$ cat src/rtl/mbwa_pkg.sv
package mbwa_pkg;

  localparam int MAX_BOXES_DEFAULT   = 256;
  localparam int COORD_WIDTH_DEFAULT = 10;

  localparam int SLOT_W      = 8;
  localparam int WEIGHT_W    = 16;
  localparam int LABEL_W     = 16;
  localparam int HEAT_W      = 24;
  localparam int MASK_W      = 16;
  localparam int COUNT_W     = 9;
  localparam int CFG_INDEX_W = 1;
  localparam int CFG_DATA_W  = 16;
  localparam int AXES        = 3;

  localparam int HEAT_MAX = 8388607;
  localparam int HEAT_MIN = -8388608;

  localparam logic [CFG_INDEX_W-1:0] REG_MASK_VALUE = 1'b0;
  localparam logic [CFG_INDEX_W-1:0] REG_BOX_COUNT  = 1'b1;

  localparam logic [MASK_W-1:0]  MASK_VALUE_RESET = 16'd1;
  localparam logic [COUNT_W-1:0] BOX_COUNT_RESET  = 9'd0;

  typedef enum logic {
    OP_LOAD  = 1'b0,
    OP_VOXEL = 1'b1
  } op_t;

  typedef struct packed {
    logic              valid;
    op_t               op;
    logic              sel;
    logic [SLOT_W-1:0] slot;
  } ctrl_t;

endpackage

$ cat src/rtl/mbwa_cell.sv
module mbwa_cell #(
  parameter int Index      = 0,
  parameter int CoordWidth = mbwa_pkg::COORD_WIDTH_DEFAULT,
  parameter int SumWidth   = mbwa_pkg::HEAT_W + 1
) (
  input  logic                                       clk,
  input  logic                                       rst,
  input  logic                                       advance,
  input  logic [mbwa_pkg::COUNT_W-1:0]               box_count,
  input  mbwa_pkg::ctrl_t                            ctrl_in,
  input  logic [mbwa_pkg::AXES*CoordWidth-1:0]       pos_in,
  input  logic [mbwa_pkg::AXES*(CoordWidth+1)-1:0]   size_in,
  input  logic signed [mbwa_pkg::WEIGHT_W-1:0]       weight_in,
  input  logic signed [SumWidth-1:0]                 sum_in,
  output mbwa_pkg::ctrl_t                            ctrl_out,
  output logic [mbwa_pkg::AXES*CoordWidth-1:0]       pos_out,
  output logic [mbwa_pkg::AXES*(CoordWidth+1)-1:0]   size_out,
  output logic signed [mbwa_pkg::WEIGHT_W-1:0]       weight_out,
  output logic signed [SumWidth-1:0]                 sum_out
);
  import mbwa_pkg::*;

  localparam int BoundW = CoordWidth + 2;

  logic [BoundW-1:0]          box_lo [AXES];
  logic [BoundW-1:0]          box_hi [AXES];
  logic signed [WEIGHT_W-1:0] box_wgt;

  logic [AXES-1:0] axis_hit;
  logic            active;
  logic            hit;
  logic            load_here;

  always_comb begin
    for (int a = 0; a < AXES; a++) begin
      axis_hit[a] = (BoundW'(pos_in[a*CoordWidth +: CoordWidth]) >= box_lo[a]) &&
                    (BoundW'(pos_in[a*CoordWidth +: CoordWidth]) < box_hi[a]);
    end
    active    = int'(box_count) > Index;
    hit       = ctrl_in.valid && (ctrl_in.op == OP_VOXEL) && ctrl_in.sel && active &&
                (&axis_hit);
    load_here = ctrl_in.valid && (ctrl_in.op == OP_LOAD) && (int'(ctrl_in.slot) == Index);
  end

  always_ff @(posedge clk) begin
    if (rst) begin
      ctrl_out.valid <= 1'b0;
    end else if (advance) begin
      ctrl_out.valid <= ctrl_in.valid;
    end
  end

  always_ff @(posedge clk) begin
    if (advance) begin
      ctrl_out.op   <= ctrl_in.op;
      ctrl_out.sel  <= ctrl_in.sel;
      ctrl_out.slot <= ctrl_in.slot;
      pos_out       <= pos_in;
      size_out      <= size_in;
      weight_out    <= weight_in;
      sum_out       <= hit ? sum_in + SumWidth'(box_wgt) : sum_in;
      if (load_here) begin
        for (int a = 0; a < AXES; a++) begin
          box_lo[a] <= BoundW'(pos_in[a*CoordWidth +: CoordWidth]);
          box_hi[a] <= BoundW'(pos_in[a*CoordWidth +: CoordWidth]) +
                       BoundW'(size_in[a*(CoordWidth+1) +: CoordWidth+1]);
        end
        box_wgt <= weight_in;
      end
    end
  end

endmodule

$ cat config.mk
export PLATFORM = sky130hd
export DESIGN_NAME = mbwa_cell
export DESIGN_NICKNAME = d
export VERILOG_FILES = /design/src/rtl/mbwa_pkg.sv /design/src/rtl/mbwa_cell.sv
export SDC_FILE = /design/constraint.sdc
export NUM_CORES = 1
export LEC_CHECK = 0
export BUFFER_PORTS_ARGS = -buffer_cell sky130_fd_sc_hd__buf_2
export CAP_MARGIN = 20
export CORE_UTILIZATION = 58
export CTS_BUF_LIST = sky130_fd_sc_hd__clkbuf_16
export CTS_CLUSTER_SIZE = 24
export DETAILED_ROUTE_END_ITERATION = 8
export PLACE_DENSITY = 0.86
export SYNTH_ARGS = -nofsm -noshare
export SYNTH_HDL_FRONTEND = slang
export SYNTH_SLANG_ARGS = --single-unit
$ cat constraint.sdc
create_clock -name clk -period 28 [get_ports clk]
set_input_delay 8.4 -clock clk [delete_from_list [all_inputs] [get_ports clk]]
set_output_delay 8.4 -clock clk [all_outputs]
set_load 0.1 [all_outputs]
# Yosys cells after proc, flatten, opt, wreduce, memory -nomap -nowiden
# Memory sizes are Yosys's and may differ from the RTL's.
# Index checks and enable logic that the tools add are counted.
# W data, S select, Z words.
totals:
  ff_bits: 131
  mem_bits_rw: 66
  word_cells: 39
  n_memories: 2
mem_list:
  columns: ["name", "words", "width", "read_ports", "rd_ports_with_merged_regs", "write_ports", "line_no", "text"]
  rows:
  - ["box_hi", 3, 12, 3, 0, 3, "mbwa_cell.sv:26", "logic [BoundW-1:0] box_hi [AXES];"]
  - ["box_lo", 3, 10, 3, 0, 3, "mbwa_cell.sv:25", "logic [BoundW-1:0] box_lo [AXES];"]
op_classes:
  n_addsub: 4
  order_cmp: 7
  mux: 4
  bitwise_logic: 1
  n_reduce_logical: 12
op_table:
  columns: ["cell", "count"]
  rows:
  - ["$add A10 B11 Y12", 3]
  - ["$ge A10 B12 Y1", 3]
  - ["$lt A10 B12 Y1", 3]
  - ["$add A25 B16 Y25", 1]
  - ["$mux W25", 1]
  - ["$gt A9 B1 Y1 const B", 1]
  - ["$logic_and A1 B1 Y1", 9]
  - ["$logic_not A8 Y1", 1]
  - ["$mux W1", 3]
  - ["$reduce_and A3 Y1", 1]
  - ["$reduce_and A2 Y1", 1]
  - ["$not A1 Y1", 1]

# Longest topological paths before layout
# Gate-level depths: netlist (run 1).
depth:
  word_depth: 6
  ltp_mapped: 12

# Worst setup path before layout (run 1)
# No wires, ideal clock.
synth_path:
  path_kind: "input port to flip-flop"
  startpoint: "in ctrl_in[2] in the netlist's numbering"
  endpoint: "mem box_hi[0][0] in the netlist's numbering (enable)"
  setup_ns: 0.733
  t_arrival_ns: 16.515
  setup_slack_ns: 10.751
  stages: 3
  path_cell_list: "nor4_1 -> nand4_1 -> nor4_1"
synth_rtl:
  columns: ["element", "line_no", "text"]
  rows:
  - ["start: declaration", "mbwa_cell.sv:10", "input mbwa_pkg::ctrl_t ctrl_in,"]
  - ["end: declaration", "mbwa_cell.sv:26", null]

# Final worst setup path (run 1)
layout_path:
  startpoint: "in pos_in[19] in the netlist's numbering"
  endpoint: "reg sum_out[23], data pin"
layout_between:
  elab_chain_len: 5
  word_cells_on_any_way: 6
layout_lines:
  columns: ["element", "line_no", "text"]
  rows:
  - ["start: declaration", "mbwa_cell.sv:11", "input logic [mbwa_pkg::AXES*CoordWidth-1:0] pos_in,"]
  - ["$ge A10 B12 Y1 / $lt A10 B12 Y1 (equally long branches)", "mbwa_cell.sv:36, mbwa_cell.sv:37", null]
  - ["$logic_and A1 B1 Y1 (*)", "mbwa_cell.sv:36", "axis_hit[a] = (BoundW'(pos_in[a*CoordWidth +: CoordWidth]) >= box_lo[a]) &&"]
  - ["$reduce_and A3 Y1 (*)", "mbwa_cell.sv:41", "(&axis_hit);"]
  - ["$logic_and A1 B1 Y1 (*)", "mbwa_cell.sv:40", "hit = ctrl_in.valid && (ctrl_in.op == OP_VOXEL) && ctrl_in.sel && active &&"]
  - ["$mux W25 (*)", "mbwa_cell.sv:61", "sum_out <= hit ? sum_in + SumWidth'(box_wgt) : sum_in;"]
  - ["end signal: assignment", "mbwa_cell.sv:61", null]
  - ["end: declaration", "mbwa_cell.sv:19", "output logic signed [SumWidth-1:0] sum_out"]
# Every way passes the cells marked *; elsewhere a longest branch is shown, timed or not.
# A chain may end at the register's enable or synchronous reset.

==> flow_summary.ini, run 1 <==
[clock_network]
tritoncts = built
cts_made_buffers = 17
root_buffer = clkbuf_16
path_clk_slew_ns = 0.07
cts_buffer_depth = 2
postCtsSetupBuffers = 0
clock_sinks = 197
cts_htree_levels = 4
hold_buffers = 0
ctsResizeCount = 0
worst_skew_pair.late_latency_ns = 0.43

[routing]
routed-via-count = 7038
drt_iter0_drc = 384
drtAntennaViolNets = 0
routed_wl_um = 20800
wl_per_cell_um = 16.2
vias_per_cell = 5.49
first_pass_iters = 5
drc = 0

[synth]
synth_top_area_frac = 0.590
synth_compound_area_frac = 0.106
synth_xor_area_frac = 0.0316
synth_cells = 791
synth_top_family_by_area = adder cells
yosysSeqAreaShare = 0.592
synth_area_um2 = 9970
synth.net_count = 1033
synth_fa_ha_area_frac = 0.147
ys_types = 46
synthTopCellsByArea = edfxtp_1, ha_1, inv_1
avgSynthCellArea_um2 = 12.6
muxShareOfSynthArea = 0.00653
synth_edf_count = 196
synth_top_area_cell = edfxtp_1
synth_seq_cells = 197
synth-main-ff-cell = edfxtp_1
synthSimpleGateAreaFrac = 0.0764
async_flop_share = 0
yosys_warnings = 0

[final_layout]
fillers = 1123
nNetsFinal = 1291
drive_gt1_frac = 0.262
diodes = 0
instances_no_fill = 1282
area_growth_pct = 21.0

[timing]
relSlewSlack = 0.378
grt_setup_unrepaired = no
skew_ns = 0.0126
finalSetupViolCount = 0
fin_crit_sh = 0.391
fin_setup_tns_ns = 0
fmax_mhz = 91.3
slew_viol_final = 0
finalHoldViolations = 0
tightest_slew_ns = 0.933
finalCriticalPeriod_ns = 10.95

[global_routing]
use_met1 = 0.285
grt_max_degree = 83
overflow = 0
grtUsageTotal = 0.239
busiest_layer = met2
antenna_found_initial = 0
grt_use_met3 = 0.0537
grt_pass1_vias = 6965
grt_pass1_wl_um = 32700
met2_usage = 0.423

[placed_design]
dp_cells = 1249
hpwl_um = 15400
gp_congestion = 0.858
port_buffers = 241

[critical_path]
crit_type = input pin to flip-flop
cp-end-kind = flip-flop
rr_worst_depth = 10
start_kind = input pin
crit-reg2reg-launch = box_lo[0][18]
critical_path.startpoint = pos_in[19]
critPathArrivalTime_ns = 11.24
critPathRequiredTime_ns = 28.29
cp_max_fo = 48

[die]
core_um2 = 16700
num_io_pins = 242
dieArea_um2 = 17700
rows = 47
die_w_um = 133
start_util = 0.597
die_h_um = 133

[min_path]
holdPathStages = 2
hp-start = ctrl_out[10]
min_path_type = flip-flop to flip-flop

[power]
irDropWorstVdd_v = 0.0000418
clkPwrFrac = 0.324
powerDensity_nw_per_um2 = 62.8
p_leak_nw = 5.41
finalPower_mw = 0.758
p_sw_frac = 0.319
power_switching_mw = 0.242
power.internal_mw = 0.516
comb_power_share = 0.223
pwr-share-seq = 0.453

[flow_run]
maxCapViolations = 0

[status]
status = completed
cell usage after synthesis (7+ instances only):
master	count
a21boi_0	9
nor4_1	9
nand2_1	50
xnor2_1	26
a211oi_1	7
a21oi_1	53
o21ai_0	49
nand4_1	9
xor2_1	10
nand2b_1	8
ha_1	111
nor2_1	46
inv_1	98
nand3_1	12
nor3_1	11
edfxtp_1	196
nor2b_1	7
a21o_1	27
worst paths after layout:
check | slack [ns] | end
hold reg to reg | 0.55 | ctrl_out[10]
setup reg to reg | 24.85 | sum_out[23]
setup / recovery | 17.05 | sum_out[23]
hold / removal | 0.55 | ctrl_out[10]
cell type report:
type	count	area (um^2)	area share
clock buffers	17	425	0.0353
clock inverters	15	161	0.0134
inverters	98	368	0.0305
multi-input cells	491	3680	0.305
flip-flops and latches	197	5910	0.490
well taps	220	275	0.0228
repair buffers	244	1250	0.104
critical path, cell delays in order:
cell      delay (ns)
buf_2           0.15
ha_1            0.31
nand4_1         0.12
nor2_1          0.12
o21ai_0         0.09
o211ai_1        0.26
o311ai_0        0.26
or4b_4          0.78
or4b_1          0.60
nand3_1         0.11
through the flow:
step / utilization / worst slack, ns / area, um^2 / hold slack [ns]
6_report: 0.722 / 17.05 / 12100 / 0.551
5_1_grt: 0.722 / 16.93 / 12100 / 0.573
4_1_cts: 0.721 / 17.08 / 12000 / 0.555
3_5_place_dp: 0.686 / 16.64 / 11400 / 0.539
3_3_place_gp: 0.686 / 16.70 / 11400 / 0.470
2_1_floorplan: - / 10.75 / 9970 / 0.636
placed cells by master, fill, tap and decap left out, drive strengths merged, types with 2 or more instances in the layout:
| cell type | netlist | final |
|---|---|---|
| buf | 1 | 244 |
| edfxtp | 196 | 196 |
| ha | 111 | 111 |
| inv | 98 | 103 |
| a21oi | 53 | 53 |
| nand2 | 50 | 50 |
| o21ai | 49 | 49 |
| nor2 | 46 | 46 |
| a21o | 27 | 27 |
| xnor2 | 26 | 26 |
| clkbuf | 4 | 17 |
| nand3 | 12 | 12 |
| nor3 | 11 | 11 |
| xor2 | 10 | 10 |
| a21boi | 9 | 9 |
| nand4 | 9 | 9 |
| nor4 | 9 | 9 |
| nand2b | 8 | 8 |
| nor2b | 7 | 7 |
| a211oi | 7 | 7 |
| clkinv | 0 | 6 |
| mux2 | 4 | 4 |
| fa | 4 | 4 |
| a41o | 3 | 3 |
| a311o | 3 | 3 |
| o211ai | 3 | 3 |
| o31ai | 3 | 3 |
| nor3b | 3 | 3 |
| bufinv | 0 | 3 |
| o311ai | 2 | 2 |
| and3 | 2 | 2 |
| mux2i | 2 | 2 |
| or3 | 2 | 2 |
| a31oi | 2 | 2 |
| o21a | 2 | 2 |
| or4b | 2 | 2 |
cell families after synthesis:
family / Yosys count
AO/OA/AOI/OAI: 172
flip-flops: 197
AND/OR/NAND/NOR: 162
multiplexers: 6
adder cells (fa/ha/maj): 115
buffers and inverters: 103
XOR/XNOR: 36
per-layer routing:
| metal | wire length, um | share of wire |
|---|---|---|
| met5 | 0 | 0 |
| met4 | 475 | 0.023 |
| met3 | 1270 | 0.061 |
| met2 | 10500 | 0.51 |
| met1 | 8540 | 0.41 |
registers in the layout (all words and copies together), names as in the netlist:
name        count
box_lo         30
box_wgt        16
pos_out        30
size_out       33
weight_out     16
ctrl_out       11
box_hi         36
sum_out        25
power groups by stage:
| stage | sequential (mW) | clock (mW) | combinational [mW] |
|---|---|---|---|
| 6_report | 0.343 | 0.246 | 0.169 |
| 5_1_grt | 0.344 | 0.260 | 0.178 |
| 4_1_cts | 0.344 | 0.249 | 0.169 |
| 3_5_place_dp | 0.350 | 0 | 0.168 |
| 3_3_place_gp | 0.349 | 0 | 0.165 |
| 2_1_floorplan | 0.441 | 0 | 0.0383 |
No activity file was read; power rests on OpenSTA's default activity.
==> inputs of run 2 (changes only) <==
- ABC_AREA: default -> 1
- CORE_UTILIZATION: 58 -> 55
- PLACE_DENSITY: 0.86 -> 0.81
- clock period: 28 -> 11.05 ns (I/O delays scaled with it)
==> flow_summary.ini, run 2 <==
[die]
core_um2 = 19600
die_h_um = 144
die_w_um = 144
num_io_pins = 242
rows = 51
start_util = 0.565
dieArea_um2 = 20700

[synth]
synthTopCellsByArea = edfxtp_1, ha_1, nand2_1
yosys_warnings = 0
synth_commonest_cells = nand2_1, edfxtp_1, inv_1
synth_xor_area_frac = 0.0301
synth_top_area_cell = edfxtp_1
async_flop_share = 0
synth_compound_area_frac = 0.0378
synth_edf_count = 196
synthSimpleGateAreaFrac = 0.197
synth_fa_ha_area_frac = 0.133
synth_cells = 1146
synth-main-ff-cell = edfxtp_1
synth.net_count = 1388
synth_top_family_by_area = simple AND/OR/NAND/NOR gates
avgSynthCellArea_um2 = 9.65
muxShareOfSynthArea = 0
synth_top_area_frac = 0.532
yosysSeqAreaShare = 0.534
synth_seq_cells = 197
ys_types = 34
yosysMostFrequentCell = nand2_1
synth_area_um2 = 11100

[timing]
tightest_slew_ns = 1.06
finalHoldViolations = 0
fin_setup_tns_ns = 0
grt_setup_unrepaired = no
finalCriticalPeriod_ns = 5.23
relSlewSlack = 0.293
fmax_mhz = 191
finalSetupViolCount = 0
fin_crit_sh = 0.474
hold_ws_ns = 0.460
slew_viol_final = 0
layout_setup_ws_ns = 5.82
skew_ns = 0.00918

[clock_network]
clock_sinks = 197
cts_made_buffers = 17
postCtsSetupBuffers = 0
cts_htree_levels = 4
ctsResizeCount = 0
root_buffer = clkbuf_16
hold_buffers = 0
cts_buffer_depth = 2
tritoncts = built
worst_skew_pair.late_latency_ns = 0.44
path_clk_slew_ns = 0.07

[routing]
vias_per_cell = 5.10
drc = 0
wl_per_cell_um = 14.5
routed-via-count = 8570
drtAntennaViolNets = 0
drt_iter0_drc = 449
routed_wl_um = 24400
first_pass_iters = 5

[final_layout]
drive_gt1_frac = 0.204
fillers = 1524
diodes = 0
final_common_cell = nand2_1
largest_reg_flops = 36
nNetsFinal = 1644
top_register = box_hi
seqCellArea_um2 = 5910
reg_top3 = box_hi x36, size_out x33
multi_input_area_um2 = 4410
area_growth_pct = 18.8
utilization = 0.670
final_cell_mix = nand2_1, buf_2, edfxtp_1

[power]
p_sw_frac = 0.346
irDropWorstVdd_v = 0.000109
comb_power_share = 0.240
clkPwrFrac = 0.306
pwr-share-seq = 0.455
power_switching_mw = 0.662
finalPower_mw = 1.91
powerDensity_nw_per_um2 = 146
p_leak_nw = 6.41
power.internal_mw = 1.25

[min_path]
min_path_type = flip-flop to flip-flop
holdPathStages = 2

[placed_design]
port_buffers = 241
gp_congestion = 0.960
hpwl_um = 18700
dp_slack_ns = 5.33

[global_routing]
grt_pass1_vias = 8286
grt_max_degree = 83
grt_pass1_wl_um = 38300
antenna_found_initial = 0
overflow = 0
grtUsageTotal = 0.244

[critical_path]
cp_max_fo = 82
start_kind = input pin
critPathRequiredTime_ns = 11.11
cp-end-kind = flip-flop
crit_type = input pin to flip-flop
rr_worst_depth = 14
critPathArrivalTime_ns = 5.29

[status]
status = completed

[flow_run]
maxCapViolations = 0
run 2: final timing paths:
path                 start           end  slack [ns]
max reg2reg  box_hi[0][21]   sum_out[20]        8.66
max                advance    box_wgt[6]        5.82
min reg2reg   ctrl_out[10]  ctrl_out[10]        0.46
min           ctrl_out[10]  ctrl_out[10]        0.46
run 2: logic make-up after synthesis:
family,Yosys count
xor gates and xnor gates,38
buffers and inverters,195
adders and majority gates,115
DFF,197
and+or+nand+nor,521
AOI/OAI and AO/OA,80
run 2: metrics by stage:
step | std cells | instance area [um^2]
3_5_place_dp | 1648 | 12600
3_3_place_gp | 1648 | 12600
6_report | 1680 | 13100
2_1_floorplan | 1146 | 11100
5_1_grt | 1680 | 13100
4_1_cts | 1680 | 13100
run 2: worst max-delay path, stage by stage:
cell and delay (ns):
buf_4 0.52, nand2_1 0.14, nor3_1 0.15, nand2_1 0.11, nor4_4 0.14, buf_4 0.81
run 2: final cells by class:
class | instances | area share
clock inverter | 15 | 0.00962
multi-input combinational | 754 | 0.336
timing repair buffer | 243 | 0.0932
sequential | 197 | 0.450
inverter | 189 | 0.0540
tap | 265 | 0.0252
clock buffer | 17 | 0.0324
run 2: power groups by stage:
stage | combinational, mW | sequential, mW | clock, mW
after global routing | 0.488 | 0.874 | 0.618
after floorplan | 0.121 | 1.12 | 0
after CTS | 0.459 | 0.871 | 0.592
final | 0.459 | 0.871 | 0.585
after global placement | 0.449 | 0.887 | 0
after detailed placement | 0.458 | 0.888 | 0
run 2: per-layer routing:
metal,track usage,share of wire,up-vias
met3,0.0450,0.057,44
met5,0,0,-
li1,-,-,4295
met1,0.295,0.42,3918
met2,0.434,0.50,313
met4,0.0896,0.021,0
